`config.mk`:
```
export PLATFORM = sky130hd
export DESIGN_NAME = utf8_cyrillic_to_latin_transliterator_flat
export DESIGN_NICKNAME = d
export VERILOG_FILES = /design/src/hw/rtl/cyr2lat_pkg.sv /design/src/hw/rtl/cyr2lat_if.sv /design/src/hw/rtl/utf8_cyrillic_to_latin_transliterator.sv /design/src/hw/rtl/cyr2lat_step.sv /design/src/flat_wrapper.sv
export SDC_FILE = /design/constraint.sdc
export NUM_CORES = 1
export LEC_CHECK = 0
export ABC_AREA = 1
export BUFFER_PORTS_ARGS = -buffer_cell sky130_fd_sc_hd__buf_2
export CORE_MARGIN = 2
export CORE_UTILIZATION = 64
export DETAILED_ROUTE_END_ITERATION = 8
export PLACE_DENSITY = 0.82
export SETUP_SLACK_MARGIN = 0.4
export SYNTH_ARGS = -nofsm -noshare
export SYNTH_HDL_FRONTEND = slang
export SYNTH_SLANG_ARGS = --single-unit
```
`constraint.sdc`:
```
create_clock -name clk_i -period 3.4 [get_ports clk_i]
set_input_delay 0.17 -clock clk_i [delete_from_list [all_inputs] [get_ports clk_i]]
set_output_delay 0.17 -clock clk_i [all_outputs]
set_load 0.1 [all_outputs]
```
`src/hw/rtl/cyr2lat_pkg.sv`:
```
// ----------------------------------------------------------------------------
// cyr2lat_pkg
// Types, code points and the letter table of the Cyrillic to Latin block.
// ----------------------------------------------------------------------------
package cyr2lat_pkg;

  localparam logic [7:0]  TopBit     = 8'h80;
  localparam logic [7:0]  LeadD0     = 8'hD0;
  localparam logic [7:0]  LeadD1     = 8'hD1;
  localparam logic [7:0]  D0First    = 8'h90;
  localparam logic [7:0]  D0Last     = 8'hBF;
  localparam logic [7:0]  D1First    = 8'h80;
  localparam logic [7:0]  D1Last     = 8'h8F;
  localparam logic [15:0] CodeYoUp   = 16'hD081;
  localparam logic [15:0] CodeYoLow  = 16'hD191;
  localparam logic [15:0] CodeDash   = 16'hE280;
  localparam logic [7:0]  ChrSpace   = 8'h20;
  localparam logic [7:0]  ChrApos    = 8'h27;
  localparam logic [7:0]  ChrDash    = 8'h2D;
  localparam logic [7:0]  CaseBit    = 8'h20;

  // One or two Latin bytes for a code
  typedef struct packed {
    logic [7:0] first;
    logic [7:0] second;
    logic       two;
  } lat_pair_t;

  // Results and next held state for one item
  typedef struct packed {
    logic [1:0] cnt;
    logic [7:0] b0;
    logic [7:0] b1;
    logic       hold_vld;
    logic [7:0] hold_byte;
  } step_res_t;

  function automatic lat_pair_t mk1(logic [7:0] a);
    lat_pair_t p;
    p.first  = a;
    p.second = 8'h00;
    p.two    = 1'b0;
    return p;
  endfunction

  function automatic lat_pair_t mk2(logic [7:0] a, logic [7:0] b);
    lat_pair_t p;
    p.first  = a;
    p.second = b;
    p.two    = 1'b1;
    return p;
  endfunction

  // Letter table: upper half of idx selects lower case
  function automatic lat_pair_t letter(logic [5:0] idx);
    lat_pair_t p;
    case (idx[4:0])
      5'd0:  p = mk1("A");
      5'd1:  p = mk1("B");
      5'd2:  p = mk1("V");
      5'd3:  p = mk1("G");
      5'd4:  p = mk1("D");
      5'd5:  p = mk1("E");
      5'd6:  p = mk2("Z", "h");
      5'd7:  p = mk1("Z");
      5'd8:  p = mk1("I");
      5'd9:  p = mk1("Y");
      5'd10: p = mk1("K");
      5'd11: p = mk1("L");
      5'd12: p = mk1("M");
      5'd13: p = mk1("N");
      5'd14: p = mk1("O");
      5'd15: p = mk1("P");
      5'd16: p = mk1("R");
      5'd17: p = mk1("S");
      5'd18: p = mk1("T");
      5'd19: p = mk1("U");
      5'd20: p = mk1("F");
      5'd21: p = mk1("H");
      5'd22: p = mk2("T", "s");
      5'd23: p = mk2("C", "h");
      5'd24: p = mk2("S", "h");
      5'd25: p = mk2("S", "h");
      5'd26: p = mk1(ChrApos);
      5'd27: p = mk1("Y");
      5'd28: p = mk1(ChrApos);
      5'd29: p = mk1("E");
      5'd30: p = mk2("Y", "u");
      default: p = mk2("Y", "a");
    endcase
    // Fold letters to lower case, leave the soft and hard signs alone
    if (idx[5] && (p.first != ChrApos)) begin
      p.first = p.first | CaseBit;
    end
    return p;
  endfunction

  // Map a two-byte code to Latin bytes, unknown codes to a space
  function automatic lat_pair_t lookup(logic [7:0] hi, logic [7:0] lo);
    lat_pair_t  p;
    logic [7:0] off;
    off = lo - D0First;
    if ((hi == LeadD0) && (lo >= D0First) && (lo <= D0Last)) begin
      p = letter(off[5:0]);
    end else if ((hi == LeadD1) && (lo >= D1First) && (lo <= D1Last)) begin
      p = letter({2'b11, lo[3:0]});
    end else if ({hi, lo} == CodeYoUp) begin
      p = mk2("Y", "o");
    end else if ({hi, lo} == CodeYoLow) begin
      p = mk2("y", "o");
    end else if ({hi, lo} == CodeDash) begin
      p = mk1(ChrDash);
    end else begin
      p = mk1(ChrSpace);
    end
    return p;
  endfunction

endpackage

```
`src/hw/rtl/cyr2lat_if.sv`:
```
// ----------------------------------------------------------------------------
// cyr2lat interfaces
// Valid/ready channels for text bytes in and Latin bytes out.
// ----------------------------------------------------------------------------
interface cyr2lat_in_if;
  logic       valid;
  logic       ready;
  logic [7:0] in_byte;
  logic       end_of_text;

  modport source (output valid, output in_byte, output end_of_text, input ready);
  modport sink   (input valid, input in_byte, input end_of_text, output ready);
endinterface

interface cyr2lat_out_if;
  logic       valid;
  logic       ready;
  logic [7:0] out_byte;
  logic       last_of_run;

  modport source (output valid, output out_byte, output last_of_run, input ready);
  modport sink   (input valid, input out_byte, input last_of_run, output ready);
endinterface

```
`src/hw/rtl/utf8_cyrillic_to_latin_transliterator.sv`:
```
// ----------------------------------------------------------------------------
// utf8_cyrillic_to_latin_transliterator
// UTF-8 Cyrillic text in, Latin transliteration out, one byte per item.
// ----------------------------------------------------------------------------
// Usage:
//   in_i carries one text byte per item with end_of_text on the final byte.
//   out_o carries result bytes; last_of_run marks the last result of an item.
//   A top-bit byte arriving with no byte held and without end_of_text is held
//   until the next item: an item may produce zero, one or two results.
// Path: an accepted item is registered in the input register, translated there
//   once the result register can take it, and its first result is offered
//   from the result register.
// Throughput: one item per cycle while out_o.ready is high and each gives at
//   most one result; after an item with two results the next item waits in
//   the input register until the single output port has taken the second
//   result from the two-entry result register.
// Reset: clears the input valid flag, the result count and the held byte;
//   nothing is offered until the first item arrives.
// Stall: while out_o.ready is low the current result holds; one item waits
//   in the input register and in_i.ready drops until results drain.
// ----------------------------------------------------------------------------
module utf8_cyrillic_to_latin_transliterator (
  input  logic          clk_i,
  input  logic          rst_ni,
  cyr2lat_in_if.sink    in_i,
  cyr2lat_out_if.source out_o
);
  import cyr2lat_pkg::*;

  logic       in_vld_q, in_vld_d;
  logic [7:0] in_byte_q, in_byte_d;
  logic       in_end_q, in_end_d;
  logic       held_vld_q, held_vld_d;
  logic [7:0] held_byte_q, held_byte_d;
  logic [1:0] cnt_q, cnt_d;
  logic [7:0] b0_q, b0_d;
  logic [7:0] b1_q, b1_d;
  logic       last0_q, last0_d;
  logic       out_fire, load_ok, consume, in_fire;
  step_res_t  res;

  cyr2lat_step u_step (
    .held_vld_i  (held_vld_q),
    .held_byte_i (held_byte_q),
    .byte_i      (in_byte_q),
    .end_i       (in_end_q),
    .res_o       (res)
  );

  // Handshake
  assign out_fire    = out_o.valid && out_o.ready;
  assign load_ok     = (cnt_q == 2'd0) || ((cnt_q == 2'd1) && out_fire);
  assign consume     = in_vld_q && load_ok;
  assign in_i.ready  = !in_vld_q || load_ok;
  assign in_fire     = in_i.valid && in_i.ready;

  assign out_o.valid       = (cnt_q != 2'd0);
  assign out_o.out_byte    = b0_q;
  assign out_o.last_of_run = last0_q;

  // Load the input register, drop it once translated
  always_comb begin
    in_vld_d  = in_vld_q;
    in_byte_d = in_byte_q;
    in_end_d  = in_end_q;
    if (in_fire) begin
      in_vld_d  = 1'b1;
      in_byte_d = in_i.in_byte;
      in_end_d  = in_i.end_of_text;
    end else if (consume) begin
      in_vld_d  = 1'b0;
    end
  end

  // Advance the held byte and the result register
  always_comb begin
    held_vld_d  = held_vld_q;
    held_byte_d = held_byte_q;
    cnt_d       = cnt_q;
    b0_d        = b0_q;
    b1_d        = b1_q;
    last0_d     = last0_q;
    if (consume) begin
      held_vld_d  = res.hold_vld;
      held_byte_d = res.hold_byte;
      cnt_d       = res.cnt;
      b0_d        = res.b0;
      b1_d        = res.b1;
      last0_d     = (res.cnt == 2'd1);
    end else if (out_fire) begin
      cnt_d       = cnt_q - 2'd1;
      b0_d        = b1_q;
      last0_d     = 1'b1;
    end
  end

  always_ff @(posedge clk_i or negedge rst_ni) begin
    if (!rst_ni) begin
      in_vld_q    <= 1'b0;
      held_vld_q  <= 1'b0;
      held_byte_q <= 8'h00;
      cnt_q       <= 2'd0;
      last0_q     <= 1'b0;
    end else begin
      in_vld_q    <= in_vld_d;
      held_vld_q  <= held_vld_d;
      held_byte_q <= held_byte_d;
      cnt_q       <= cnt_d;
      last0_q     <= last0_d;
    end
  end

  // Payload registers
  always_ff @(posedge clk_i) begin
    in_byte_q <= in_byte_d;
    in_end_q  <= in_end_d;
    b0_q      <= b0_d;
    b1_q      <= b1_d;
  end

endmodule

```
`src/hw/rtl/cyr2lat_step.sv`:
```
// ----------------------------------------------------------------------------
// cyr2lat_step
// Combinational translation of one byte against the held lead byte.
// ----------------------------------------------------------------------------
module cyr2lat_step (
  input  logic                   held_vld_i,
  input  logic [7:0]             held_byte_i,
  input  logic [7:0]             byte_i,
  input  logic                   end_i,
  output cyr2lat_pkg::step_res_t res_o
);
  import cyr2lat_pkg::*;

  lat_pair_t pair;

  assign pair = lookup(held_byte_i, byte_i);

  // Pick results and next held state
  always_comb begin
    res_o           = '0;
    res_o.b0        = byte_i;
    if (held_vld_i) begin
      if ((byte_i & TopBit) != 8'h00) begin
        res_o.b0  = pair.first;
        res_o.b1  = pair.second;
        res_o.cnt = pair.two ? 2'd2 : 2'd1;
      end else begin
        res_o.b0  = held_byte_i;
        res_o.b1  = byte_i;
        res_o.cnt = 2'd2;
      end
    end else if (((byte_i & TopBit) != 8'h00) && !end_i) begin
      res_o.hold_vld  = 1'b1;
      res_o.hold_byte = byte_i;
    end else begin
      res_o.cnt = 2'd1;
    end
  end

endmodule

```
`src/flat_wrapper.sv`:
```
// flat-port wrapper written by rule: the top's interface ports become plain ports
module utf8_cyrillic_to_latin_transliterator_flat import cyr2lat_pkg::*;
  (clk_i, rst_ni, in_i_valid, in_i_in_byte, in_i_end_of_text, in_i_ready, out_o_valid, out_o_out_byte, out_o_last_of_run, out_o_ready);
  cyr2lat_in_if in_i_i ();
  cyr2lat_out_if out_o_i ();
  input  logic clk_i;
  input  logic rst_ni;
  input wire logic [$bits(in_i_i.valid)-1:0] in_i_valid;
  input wire logic [$bits(in_i_i.in_byte)-1:0] in_i_in_byte;
  input wire logic [$bits(in_i_i.end_of_text)-1:0] in_i_end_of_text;
  output wire logic [$bits(in_i_i.ready)-1:0] in_i_ready;
  output wire logic [$bits(out_o_i.valid)-1:0] out_o_valid;
  output wire logic [$bits(out_o_i.out_byte)-1:0] out_o_out_byte;
  output wire logic [$bits(out_o_i.last_of_run)-1:0] out_o_last_of_run;
  input wire logic [$bits(out_o_i.ready)-1:0] out_o_ready;
  assign in_i_i.valid = in_i_valid;
  assign in_i_i.in_byte = in_i_in_byte;
  assign in_i_i.end_of_text = in_i_end_of_text;
  assign in_i_ready = in_i_i.ready;
  assign out_o_valid = out_o_i.valid;
  assign out_o_out_byte = out_o_i.out_byte;
  assign out_o_last_of_run = out_o_i.last_of_run;
  assign out_o_i.ready = out_o_ready;
  utf8_cyrillic_to_latin_transliterator u_core (.clk_i(clk_i), .rst_ni(rst_ni), .in_i(in_i_i), .out_o(out_o_i));
endmodule
```
== Word-level counts from Yosys, hierarchy flattened ==
Memory sizes are Yosys's and may differ from the RTL's. A register that Yosys moved wholly into a read port is not among the register bits.
Index checks and enable logic that the tools add are counted.

* Shift operators: 0
* Divide/modulo/power cells: 0
* Order comparisons: 4
* Bitwise gates (word level): 0
* $add $sub $neg: 2
* Reduce and logical (&&, ||, !) cells: 19
* $mul: 0
* Mux-type cells: 26
* Equal/unequal tests: 9

{| class="wikitable"
|+ Operators with widths
! kind !! number
|-
| 2-to-1 mux 17 bit || 5
|-
| equality test 16 bit (second input constant) || 3
|-
| 2-to-1 mux 16 bit || 3
|-
| 2-to-1 mux 18 bit || 1
|-
| 2-to-1 mux 9 bit || 2
|-
| equality test 8 bit (second input constant) || 2
|-
| >= comparator 8 bit (second input constant) || 2
|-
| <= comparator 8 bit (second input constant) || 2
|-
| 2-to-1 mux 8 bit || 2
|-
| != test 8 x 6 -> 1 bit (second input constant) || 2
|-
| 2-to-1 mux 13 bit || 1
|-
| 2-to-1 mux 6 bit || 2
|-
| logical AND 1 bit || 10
|-
| 2-to-1 mux 2 bit || 4
|-
| nonzero test 2 bit || 3
|-
| subtractor 6 x 5 -> 6 bit (second input constant) || 1
|-
| 2-to-1 mux 1 bit || 5
|-
| 2-to-1 mux 5 bit || 1
|-
| equality test 2 x 1 -> 1 bit (second input constant) || 2
|-
| logical NOT 1 bit || 2
|-
| logical NOT 2 bit || 1
|-
| logical OR 1 bit || 2
|-
| AND reduction 2 bit || 1
|-
| subtractor 2 x 1 -> 2 bit (second input constant) || 1
|}

* Memory bits (read-only): 960
* Register bits: 38
* Memory bits (writable): 0
* Output and inout port bits: 11
* Bits of input ports: 13
* Bits in latches: 0
* Memories: 2

{| class="wikitable"
|+ Memories
! name !! words !! bits a word !! rd ports !! clocked after Yosys merged registers in !! write ports !! line !! source
|-
| (no name shown) || 32 || 15 || 1 || 0 || 0 || cyr2lat_pkg.sv:57 || <nowiki>case (idx[4:0])</nowiki>
|-
| (no name shown) || 32 || 15 || 1 || 1 || 0 || cyr2lat_pkg.sv:57 ||
|}

== Longest topological paths before layout ==
Gate-level depths: netlist of run 1.

* Depth after elaboration: 14
* Gate-level depth with buffers: 14
* Gate-level depth less buffers: 13

== Hierarchy ==
From an unflattened synthesis of run 1, not the netlist that was laid out.

* Cell total of the unflattened synthesis: 347
* Area, all modules: 2701.3 sq um

{| class="wikitable"
|+ By module, submodules not included
! module !! instances !! cells each !! area an instance (sq um)
|-
| utf8_cyrillic_to_latin_transliterator || 1 || 125 || 1471.4
|-
| cyr2lat_step || 1 || 222 || 1229.9
|}

== Worst setup path after synthesis of run 1 ==
OpenSTA, ideal clock, no wires.

* Path type: reg-to-reg
* From: register u_core.cnt_q[0]
* To: register with a tool-made name
* Arrival: 2471 ps
* Library setup time: 78 ps
* Clock period less this slack: 2549 ps
* Setup slack: 851 ps
* Stages on the path, launching flop included: 12
* Buffers on the path: 0
* Path through: dfrtp_1 > inv_1 > ha_1 > a21oi_2 > nand2_2 > nand2_4 > o21ai_0 > inv_1 > ha_1 > inv_1 > nand2_1 > a32oi_1

{| class="wikitable"
|+ RTL lines
! item !! line !! source
|-
| start, declared || utf8_cyrillic_to_latin_transliterator.sv:35 || <nowiki>logic [1:0] cnt_q, cnt_d;</nowiki>
|-
| start signal, assigned || utf8_cyrillic_to_latin_transliterator.sv:108 || <nowiki>cnt_q <= cnt_d;</nowiki>
|}

== Worst setup path after layout of run 1 ==
* From: register u_core.in_byte_q[4]
* To: register u_core.b0_q[0] (netlist: u_core.out_o.out_byte[0]) (data pin)

* Word-level cells in the longest chain between the ends: 9
* Elaborated cells on any way between the ends: 23
* Classes of those cells: add/sub: 1; order compare: 4; eq/ne: 3; mux: 10; reduce/logical: 4; memory: 1

{| class="wikitable"
|+ Ends and longest elaborated chain
! item !! line !! source
|-
| start, declared || utf8_cyrillic_to_latin_transliterator.sv:31 || <nowiki>logic [7:0] in_byte_q, in_byte_d;</nowiki>
|-
| start signal, assigned || utf8_cyrillic_to_latin_transliterator.sv:115 || <nowiki>in_byte_q <= in_byte_d;</nowiki>
|-
| branches (longest 5 deep; another with memory (32 x 15 bit)) || - ||
|-
| 2-to-1 mux 17 bit * || cyr2lat_pkg.sv:103 || <nowiki>if ((hi == LeadD0) && (lo >= D0First) && (lo <= D0Last)) begin</nowiki>
|-
| 2-to-1 mux 18 bit * || cyr2lat_step.sv:23 || <nowiki>if ((byte_i & TopBit) != 8'h00) begin</nowiki>
|-
| 2-to-1 mux 16 bit * || cyr2lat_step.sv:22 || <nowiki>if (held_vld_i) begin</nowiki>
|-
| 2-to-1 mux 8 bit * || utf8_cyrillic_to_latin_transliterator.sv:83 || <nowiki>if (consume) begin</nowiki>
|-
| named net u_core.b0_d[0] || utf8_cyrillic_to_latin_transliterator.sv:36 || <nowiki>logic [7:0] b0_q, b0_d;</nowiki>
|-
| end signal, assigned || utf8_cyrillic_to_latin_transliterator.sv:117 || <nowiki>b0_q <= b0_d;</nowiki>
|-
| end, declared || utf8_cyrillic_to_latin_transliterator.sv:36 ||
|}

Mark *: on every way through the listed nets, which the timed path passes. The select of a mux whose other input is x is not followed.
A chain may end at the register's enable or synchronous reset.

==> impl_metrics.tcl, run 1 <==
set metrics [dict create \
    dpl_cell_area_sq_um 3178 \
    totalWireLength_um 6921 \
    drt_first_pass_iters 5 \
    grtUsageMet3_pct 5.110 \
    cp-startpoint "u_core.in_byte_q[4]$_DFFE_PN_" \
    post-dp-hpwl_um 5261 \
    port-buffer-count 23 \
    drc 0 \
    clock_latency_ns 0.31 \
    peakVddDrop_mv 0.5178 \
    synth_area_leaders "edfxtp_1 24%, nand2_1 12%, dfrtp_1 9.9%, ha_1 9.5%, dfxtp_1 7.9%" \
    initial_utilization_pct 65.30 \
    hold_violations 0 \
    grt_pass1_wl_um 11610 \
    tritoncts "built" \
    status "finished, final reports clean" \
    grt_util_met1_pct 35.93 \
    final_antenna_net_count 0 \
    ys_seq_area_share_pct 41.72 \
    synth_edf_count 24 \
    clock_sinks 48 \
    p_leak_uw 0.001490 \
    syn_area_sq_um 3023 \
    rsz0062_at_grt "no" \
    synth-seq-cells 48 \
    coreArea_sq_um 4629 \
    yosysTopAreaCell "edfxtp_1" \
    fin_tns_setup_ns 0 \
    fin_area_sq_um 3272 \
    insertedDiodeCount 0 \
    synth_top_area_share_pct 23.84 \
    fin_crit_sh_pct 70.63 \
    hp-class "in2reg" \
    worstReg2RegStart "u_core.in_byte_q[4]$_DFFE_PN_" \
    grt_pass1_vias 2469 \
    fill_cells 399 \
    dp_cells 449 \
    ys_warn_count 0 \
    core.rowCount 25 \
    syn_avg_cell_area_sq_um 7.976 \
    crit_path_end_kind "flop" \
    final_common_cell "nand2_1" \
    r2r_cells 12 \
    drt_iter0_markers 212 \
    top_usage_layer "met2" \
    met2_usage_pct 48.18 \
    track_usage_pct 28.78 \
    async_reset_ff_share_pct 25.00 \
    ioPinCount 24 \
    htreeDepth 2 \
    areaGrowthSynthToFinish_pct 8.237 \
    grt_overflow 0 \
    cts_root_buf "clkbuf_8" \
    antenna_found_initial 0 \
    cts_inserted_buffers 5 \
    dieWidth_um 72.73 \
    die_area_sq_um 5289 \
    whs_ns 0.03251 \
    post_cts_buffers 0 \
    power.density_nw_per_um2 906.9 \
    whs_path_depth 1 \
    die_h_um 72.73 \
    fmax_mhz 416.4 \
    nets 439 \
    start_kind "flop" \
    drv_slew 0 \
    drive_gt1_share_pct 15.35 \
    worst_slew_pin_slew_ns 0.5554 \
    critPathKind "reg2reg" \
    cp_max_fo 13 \
    via_count 2704 \
    timing.final.crit_period_ns 2.401 \
    cp.arrival_ns 2.55 \
    fin_worst_skew_ns 0.01267 \
    clock_path_buffers 2 \
    layout_common_cells "99 x nand2_1, 33 x inv_1, 32 x a21oi_1" \
    holdCritStartpoint "in_i_in_byte[6]" \
    stdcell_count 458 \
    vias_per_cell 5.904 \
    cp.required_ns 3.55 \
    syn_inst 379 \
    path_clk_slew_ns 0.09 \
    synth_cell_type_count 34 \
    wl_per_cell_um 15.11 \
    syn-num-nets 415 \
    place_congestion 1.069 \
    setup_viol 0 \
    cts-resized-gates 0 \
    ys.flop_type "edfxtp_1" \
    max-slew-margin-rel_pct 62.97 \
    fin_util_pct 70.68 \
    maxCapViolCount 0 \
    grt_start_max_net_pins 20 \
]
[layout make-up]
cell class / instances / area, sq um / share of cell area [%]
timing repair buffer: 30 / 170.2 / 5.201
clock buffer: 6 / 72.57 / 2.218
inverter: 38 / 146.4 / 4.474
sequential: 48 / 1261 / 38.55
clock inverter: 2 / 11.26 / 0.3442
tap: 54 / 67.56 / 2.065
multi-input combinational: 280 / 1543 / 47.15
[through the flow]
stage	total power [uW]	setup slack (ns)
floorplan	2291	0.8508
global placement	2605	1.139
detailed placement	2632	1.087
CTS	2957	1.074
global route	3162	0.7983
finish	2967	0.9987
[layer usage]
metal  up-vias  wire length (um)
met4         0               274
met2       138              3328
met5         -                 0
met1      1223              2834
li1       1318                 -
met3        25               484
[what timing repair did]
action,4_1_cts,5_1_grt
setup endpoints to repair,0,0
hold buffers,1,0
hold endpoints to repair,12,0
[worst paths after layout]
path                                                        endpoint  slack (ns)
worst max-delay path              u_core.out_o.out_byte[0]$_DFFE_PP_         1.0
worst min-delay path                   u_core.in_byte_q[6]$_DFFE_PN_        0.03
worst max register to register    u_core.out_o.out_byte[0]$_DFFE_PP_         1.0
worst min register to register  u_core.out_o.last_of_run$_DFFE_PN0P_        0.48
max in group asynchronous          u_core.held_byte_q[0]$_DFFE_PN0P_        2.94
min in group asynchronous          u_core.held_byte_q[6]$_DFFE_PN0P_        0.25
[power by group]
part,switching (uW),internal [uW]
Clock,188,144
Sequential,125,879
Combinational,1260,375
[critical path, stage by stage, from the launching register on]
cell	delay, ns
edfxtp_1	0.32
buf_4	0.21
clkinv_1	0.31
ha_1	0.36
nand2_1	0.10
nand3_2	0.25
inv_2	0.22
nand3_1	0.09
nand2_1	0.07
inv_1	0.05
nand2_1	0.05
nand2_1	0.05
a21oi_1	0.17
[cell usage after synthesis, types with 4 or more instances]
library cell and count:
buf_2 4, a21oi_1 32, nand3_1 19, nand2_2 5, o22ai_1 6, dfrtp_1 12
edfxtp_1 24, o211ai_1 8, o21ai_0 27, a31oi_1 5, clkbuf_1 6, inv_1 33
ha_1 23, nor2_1 29, nand2_1 99, nor2_2 5, dfxtp_1 12
[cell families after synthesis]
kind of cell | Yosys count | synth area share, %
buffers and inverters | 51 | 7.243
AND/OR/NAND/NOR | 171 | 25.41
adder cells (fa/ha/maj) | 23 | 9.520
flip-flops | 48 | 41.72
AO/OA/AOI/OAI | 86 | 16.10
Note: power is estimated with default switching activity, not from simulation.
==> run 2, diff against run 1 <==
- CORE_UTILIZATION: 64 -> 54
- PLACE_DENSITY: 0.82 -> 0.74
- clock period: 3.4 -> 2.1 ns (I/O delays scaled with it)
==> impl_metrics.tcl, run 2 (synthesized netlist as in run 1, its figures left out) <==
set metrics [dict create \
    cp_top_family "compound AO/OA/AOI/OAI gates" \
    fin_util_pct 72.54 \
    cp.arrival_ns 2.07 \
    clock_path_buffers 2 \
    rsz0062_at_grt "yes" \
    path_cells "inv_2 -> ha_4 -> a21oi_4 -> nand2_8 -> nand2_8 -> nand2_4 -> o21ai_4 -> inv_2 -> ha_2 -> nand2_1 -> o211ai_1" \
    layout_common_cells "91 x nand2_1, 30 x buf_4, 29 x a21oi_1" \
    cts_inserted_buffers 5 \
    tritoncts "built" \
    hold_violations 0 \
    antenna_found_initial 0 \
    path_clk_slew_ns 0.09 \
    cp_max_fo 7 \
    core.rowCount 27 \
    crit_path_end_kind "flop" \
    slowest_stage "dfrtp_1" \
    critPathKind "reg2reg" \
    worst-path-stages 11 \
    via_count 2880 \
    clock_latency_ns 0.31 \
    path_buf_inv 2 \
    drt_first_pass_iters 5 \
    cts_root_buf "clkbuf_8" \
    fill_cells 454 \
    p_leak_uw 0.001682 \
    track_usage_pct 27.00 \
    power_uw 5433 \
    peakVddDrop_mv 0.9686 \
    r2r_cells 11 \
    areaGrowthSynthToFinish_pct 31.33 \
    max-slew-margin-rel_pct 67.18 \
    initial_utilization_pct 55.24 \
    die_area_sq_um 6213 \
    nets 478 \
    post-dp-hpwl_um 5677 \
    vias_per_cell 5.592 \
    final_common_cell "nand2_1" \
    cp.required_ns 2.27 \
    totalWireLength_um 8059 \
    fin_crit_sh_pct 90.46 \
    fmax_mhz 526.4 \
    grt_start_max_net_pins 25 \
    fin_tns_setup_ns 0 \
    hp-class "in2reg" \
    grt_overflow 0 \
    start_kind "flop" \
    wl_per_cell_um 15.65 \
    insertedDiodeCount 0 \
    htreeDepth 2 \
    die_h_um 78.82 \
    power.density_nw_per_um2 1369 \
    maxCapViolCount 0 \
    ioPinCount 24 \
    fin_worst_skew_ns 0.007522 \
    dieWidth_um 78.82 \
    drc 0 \
    drive_gt1_share_pct 34.31 \
    coreArea_sq_um 5473 \
    crit_path_max_incr_delay_ns 0.41 \
    whs_path_depth 1 \
    clock_sinks 48 \
    setup_viol 0 \
    grt_pass1_vias 2725 \
    timing.final.crit_period_ns 1.900 \
    worst_slew_pin_slew_ns 0.4918 \
    drt_iter0_markers 223 \
    port-buffer-count 23 \
    drv_slew 0 \
    final_antenna_net_count 0 \
    status "finished, final reports clean" \
    place_congestion 0.9406 \
    grt_pass1_wl_um 12870 \
]
[run 2: changes by cell type in the layout (fill, tap and decap cells not counted), sizes merged]
cell / change
clkbuf: -1
inv: -3
clkinv: +1
nand2: +1
buf: +33
dlygate4sd3: +5
clkinvlp: +3
[run 2: what timing repair did]
item                                    in CTS  in global routing
endpoints found under the hold margin       17                  0
buffers inserted                            11                 11
pin swaps                                    9                 13
hold buffers                                 6                  0
endpoints found under the setup margin      36                 39
resized for setup                           30                 25
cloned                                       2                  0
[run 2: layout make-up]
cell class / instances / area (sq um) / area share (%)
multi-input cells: 281 / 1851 / 46.61
well taps: 72 / 90.09 / 2.269
inverters: 38 / 168.9 / 4.255
flip-flops and latches: 48 / 1261 / 31.77
repair buffers: 68 / 513.0 / 12.92
clock buffers: 5 / 68.82 / 1.733
clock inverters: 3 / 17.52 / 0.4412
[run 2: routing by layer]
layer	global-route usage, %	vias to the layer above	wire length [um]
li1	-	1408	-
met4	14.31	0	344
met2	46.75	105	4049
met3	4.205	27	452
met1	32.35	1340	3213
met5	0	-	0
[run 2: power by group]
group / leakage [uW] / total (uW) / internal (uW) / switching, uW
clock network: 0.0000460 / 546 / 233 / 314
registers: 0.000484 / 1600 / 1420 / 178
logic: 0.00115 / 3290 / 935 / 2350
total: 0.00168 / 5430 / 2590 / 2840
[run 2: worst paths after layout]
| check | to | slack [ns] | start |
|---|---|---|---|
| min reg2reg | u_core.out_o.last_of_run$_DFFE_PN0P_ | 0.50 | u_core.out_o.last_of_run$_DFFE_PN0P_ |
| min | u_core.in_byte_q[3]$_DFFE_PN_ | 0.004 | in_i_in_byte[3] |
| max reg2reg | flop | 0.20 | u_core.cnt_q[0]$_DFFE_PN0P_ |
| min in group asynchronous | u_core.held_byte_q[7]$_DFFE_PN0P_ | 0.20 | rst_ni |
| max | flop | 0.20 | u_core.cnt_q[0]$_DFFE_PN0P_ |
| max in group asynchronous | u_core.held_byte_q[6]$_DFFE_PN0P_ | 1.68 | rst_ni |
[run 2: stage by stage]
step           area [sq um]  hold WS [ns]  cells  worst slack, ns
4_1_cts                3801      0.001090    504           0.2310
3_3_place_gp           3423     0.0004764    477           0.1671
5_1_grt                3970       0.01031    515           0.1182
2_1_floorplan          3172       -0.1906    379           0.2292
3_5_place_dp           3423      0.005669    477           0.1553
6_report               3970      0.004069    515           0.2003
==> run 3, diff against run 2 <==
- BUFFER_PORTS_ARGS: -buffer_cell sky130_fd_sc_hd__buf_2 -> default
- CORE_UTILIZATION: 54 -> 57
- DONT_BUFFER_PORTS: default -> 1
- PLACE_DENSITY: 0.74 -> 0.81
==> impl_metrics.tcl, run 3 (synthesized netlist as in run 1, its figures left out) <==
set metrics [dict create \
    status "finished, final reports clean" \
    fin_crit_sh_pct 91.63 \
    power.density_nw_per_um2 1398 \
    insertedDiodeCount 0 \
    holdCritStartpoint "in_i_in_byte[3]" \
    reg2reg_to "u_core.out_o.out_byte[0]$_DFFE_PP_" \
    dieWidth_um 76.83 \
    setup_viol 0 \
    timing.final.crit_period_ns 1.924 \
    grt_pass1_vias 2963 \
    tritoncts "built" \
    clock_sinks 48 \
    rsz0062_at_grt "yes" \
    hp-class "in2reg" \
    r2r_slack_ns 0.18 \
    worst_slack_ns 0.1757 \
    hold_violations 0 \
    totalWireLength_um 10420 \
    coreArea_sq_um 5107 \
    cp_max_fo 5 \
    p_sw_share_pct 52.19 \
    fill_cells 254 \
    port-buffer-count 0 \
    die_h_um 76.83 \
    final_antenna_net_count 0 \
    maxCapViolCount 0 \
    via_count 3266 \
    cts_root_buf "clkbuf_8" \
    drive_gt1_share_pct 41.15 \
    cts_inserted_buffers 5 \
    antenna_found_initial 0 \
    fmax_mhz 519.7 \
    peakVddDrop_mv 0.8340 \
    grt_start_max_net_pins 25 \
    drt_iter0_markers 471 \
    whs_path_depth 2 \
    crit_path_max_incr_delay_ns 0.52 \
    crit_path_end_kind "flop" \
    drc 0 \
    pre_cts_ws_ns 0.1412 \
    combPwrFrac_pct 63.8 \
    seqPwrFrac_pct 27.1 \
    layout_common_cells "77 x nand2_1, 53 x buf_4, 24 x nor2_1, 24 x edfxtp_1, 23 x a21oi_1" \
    path_cells "buf_4 -> buf_4 -> nand3_1 -> nand2_1 -> nor2_1 -> nand2_1 -> nand3_2 -> nand2_1 -> inv_1 -> nand2_1 -> nand2_2 -> a21oi_2" \
    r2r_cells 12 \
    drt_first_pass_iters 6 \
    worst_slew_pin_slew_ns 0.6012 \
    die_area_sq_um 5902 \
    clock_latency_ns 0.31 \
    path_buf_inv 3 \
    p_leak_uw 0.001791 \
    clock_path_buffers 2 \
    power_switching_uw 3143 \
    max-slew-margin-rel_pct 59.79 \
    grt_pass1_wl_um 14320 \
    final_common_cell "nand2_1" \
    start_kind "flop" \
    ioPinCount 24 \
    core.rowCount 26 \
    drv_slew 0 \
    grt_overflow 0 \
    vias_per_cell 6.257 \
    crit_top_cell "nand2_1" \
    htreeDepth 2 \
    track_usage_pct 30.79 \
    fin_util_pct 84.32 \
    cp_top_family "simple AND/OR/NAND/NOR gates" \
    place_congestion 0.9983 \
    critPathKind "reg2reg" \
    p_clk_share_pct 9.1 \
    initial_utilization_pct 59.19 \
    post-dp-hpwl_um 5380 \
    cp.arrival_ns 1.99 \
    fin_worst_skew_ns 0.008734 \
    nets 487 \
    areaGrowthSynthToFinish_pct 42.47 \
    cp.required_ns 2.17 \
    path_clk_slew_ns 0.09 \
    slowest_stage "edfxtp_1" \
    p_int_uw 2879 \
    worstReg2RegStart "u_core.in_byte_q[2]$_DFFE_PN_" \
    wl_per_cell_um 19.96 \
]
## run 3: worst max path at each step
stage | from | endpoint | slack [ns] | cells after the start
floorplan | u_core.cnt_q[0]$_DFFE_PN0P_ | flop | 0.23 | 12
global placement | u_core.in_byte_q[5]$_DFFE_PN_ | u_core.out_o.out_byte[0]$_DFFE_PP_ | 0.16 | 11
detailed placement | u_core.in_byte_q[5]$_DFFE_PN_ | u_core.out_o.out_byte[4]$_DFFE_PP_ | 0.14 | 11
CTS | u_core.cnt_q[0]$_DFFE_PN0P_ | flop | 0.26 | 9
global route | u_core.in_byte_q[2]$_DFFE_PN_ | u_core.out_o.out_byte[0]$_DFFE_PP_ | -0.02 | 11
finish | u_core.in_byte_q[2]$_DFFE_PN_ | u_core.out_o.out_byte[0]$_DFFE_PP_ | 0.18 | 12
## run 3: layout make-up
cell class	instances	area [sq um]	area share, %
clock buffer	7	76.32	1.772
clock inverter	1	5.005	0.1162
inverter	38	180.2	4.184
multi-input combinational	282	2057	47.76
sequential	48	1261	29.29
tap	70	87.58	2.034
timing repair buffer	74	628.1	14.58
timing repair inverter	2	11.26	0.2615
## run 3: per-stage QoR
| step | TNS [ns] | power [uW] | hold WS [ns] | std cells | area, sq um |
|---|---|---|---|---|---|
| 4_1_cts | 0 | 5463 | 0.06405 | 510 | 3983 |
| 2_1_floorplan | 0 | 3944 | -0.1906 | 379 | 3172 |
| 3_5_place_dp | 0 | 4561 | -0.1904 | 463 | 3388 |
| 6_report | 0 | 6022 | 0.02101 | 522 | 4307 |
| 5_1_grt | -0.01640 | 6292 | 0.03195 | 522 | 4307 |
| 3_3_place_gp | 0 | 4506 | -0.1904 | 463 | 3388 |
## run 3: power groups by stage
stage	Clock, uW	Sequential [uW]	Combinational, uW
4_1_cts	531	1610	3320
3_5_place_dp	0	1630	2940
5_1_grt	587	1650	4050
3_3_place_gp	0	1610	2890
6_report	550	1630	3840
2_1_floorplan	0	2250	1700
## run 3: what timing repair did
item	4_1_cts	5_1_grt
gates resized for setup	54	61
setup endpoints to repair	34	46
buffers inserted	25	11
gates cloned	4	1
hold buffers	10	0
pin swaps	27	23
endpoints found under the hold margin	21	0
## run 3: layer usage
| metal | vias to the layer above | share of wire, % | track usage [%] |
|---|---|---|---|
| li1 | 1415 | - | - |
| met1 | 1494 | 35 | 37.58 |
| met2 | 258 | 48 | 52.19 |
| met3 | 99 | 9.6 | 6.353 |
| met4 | 0 | 7.4 | 14.18 |
| met5 | - | 0 | 0 |
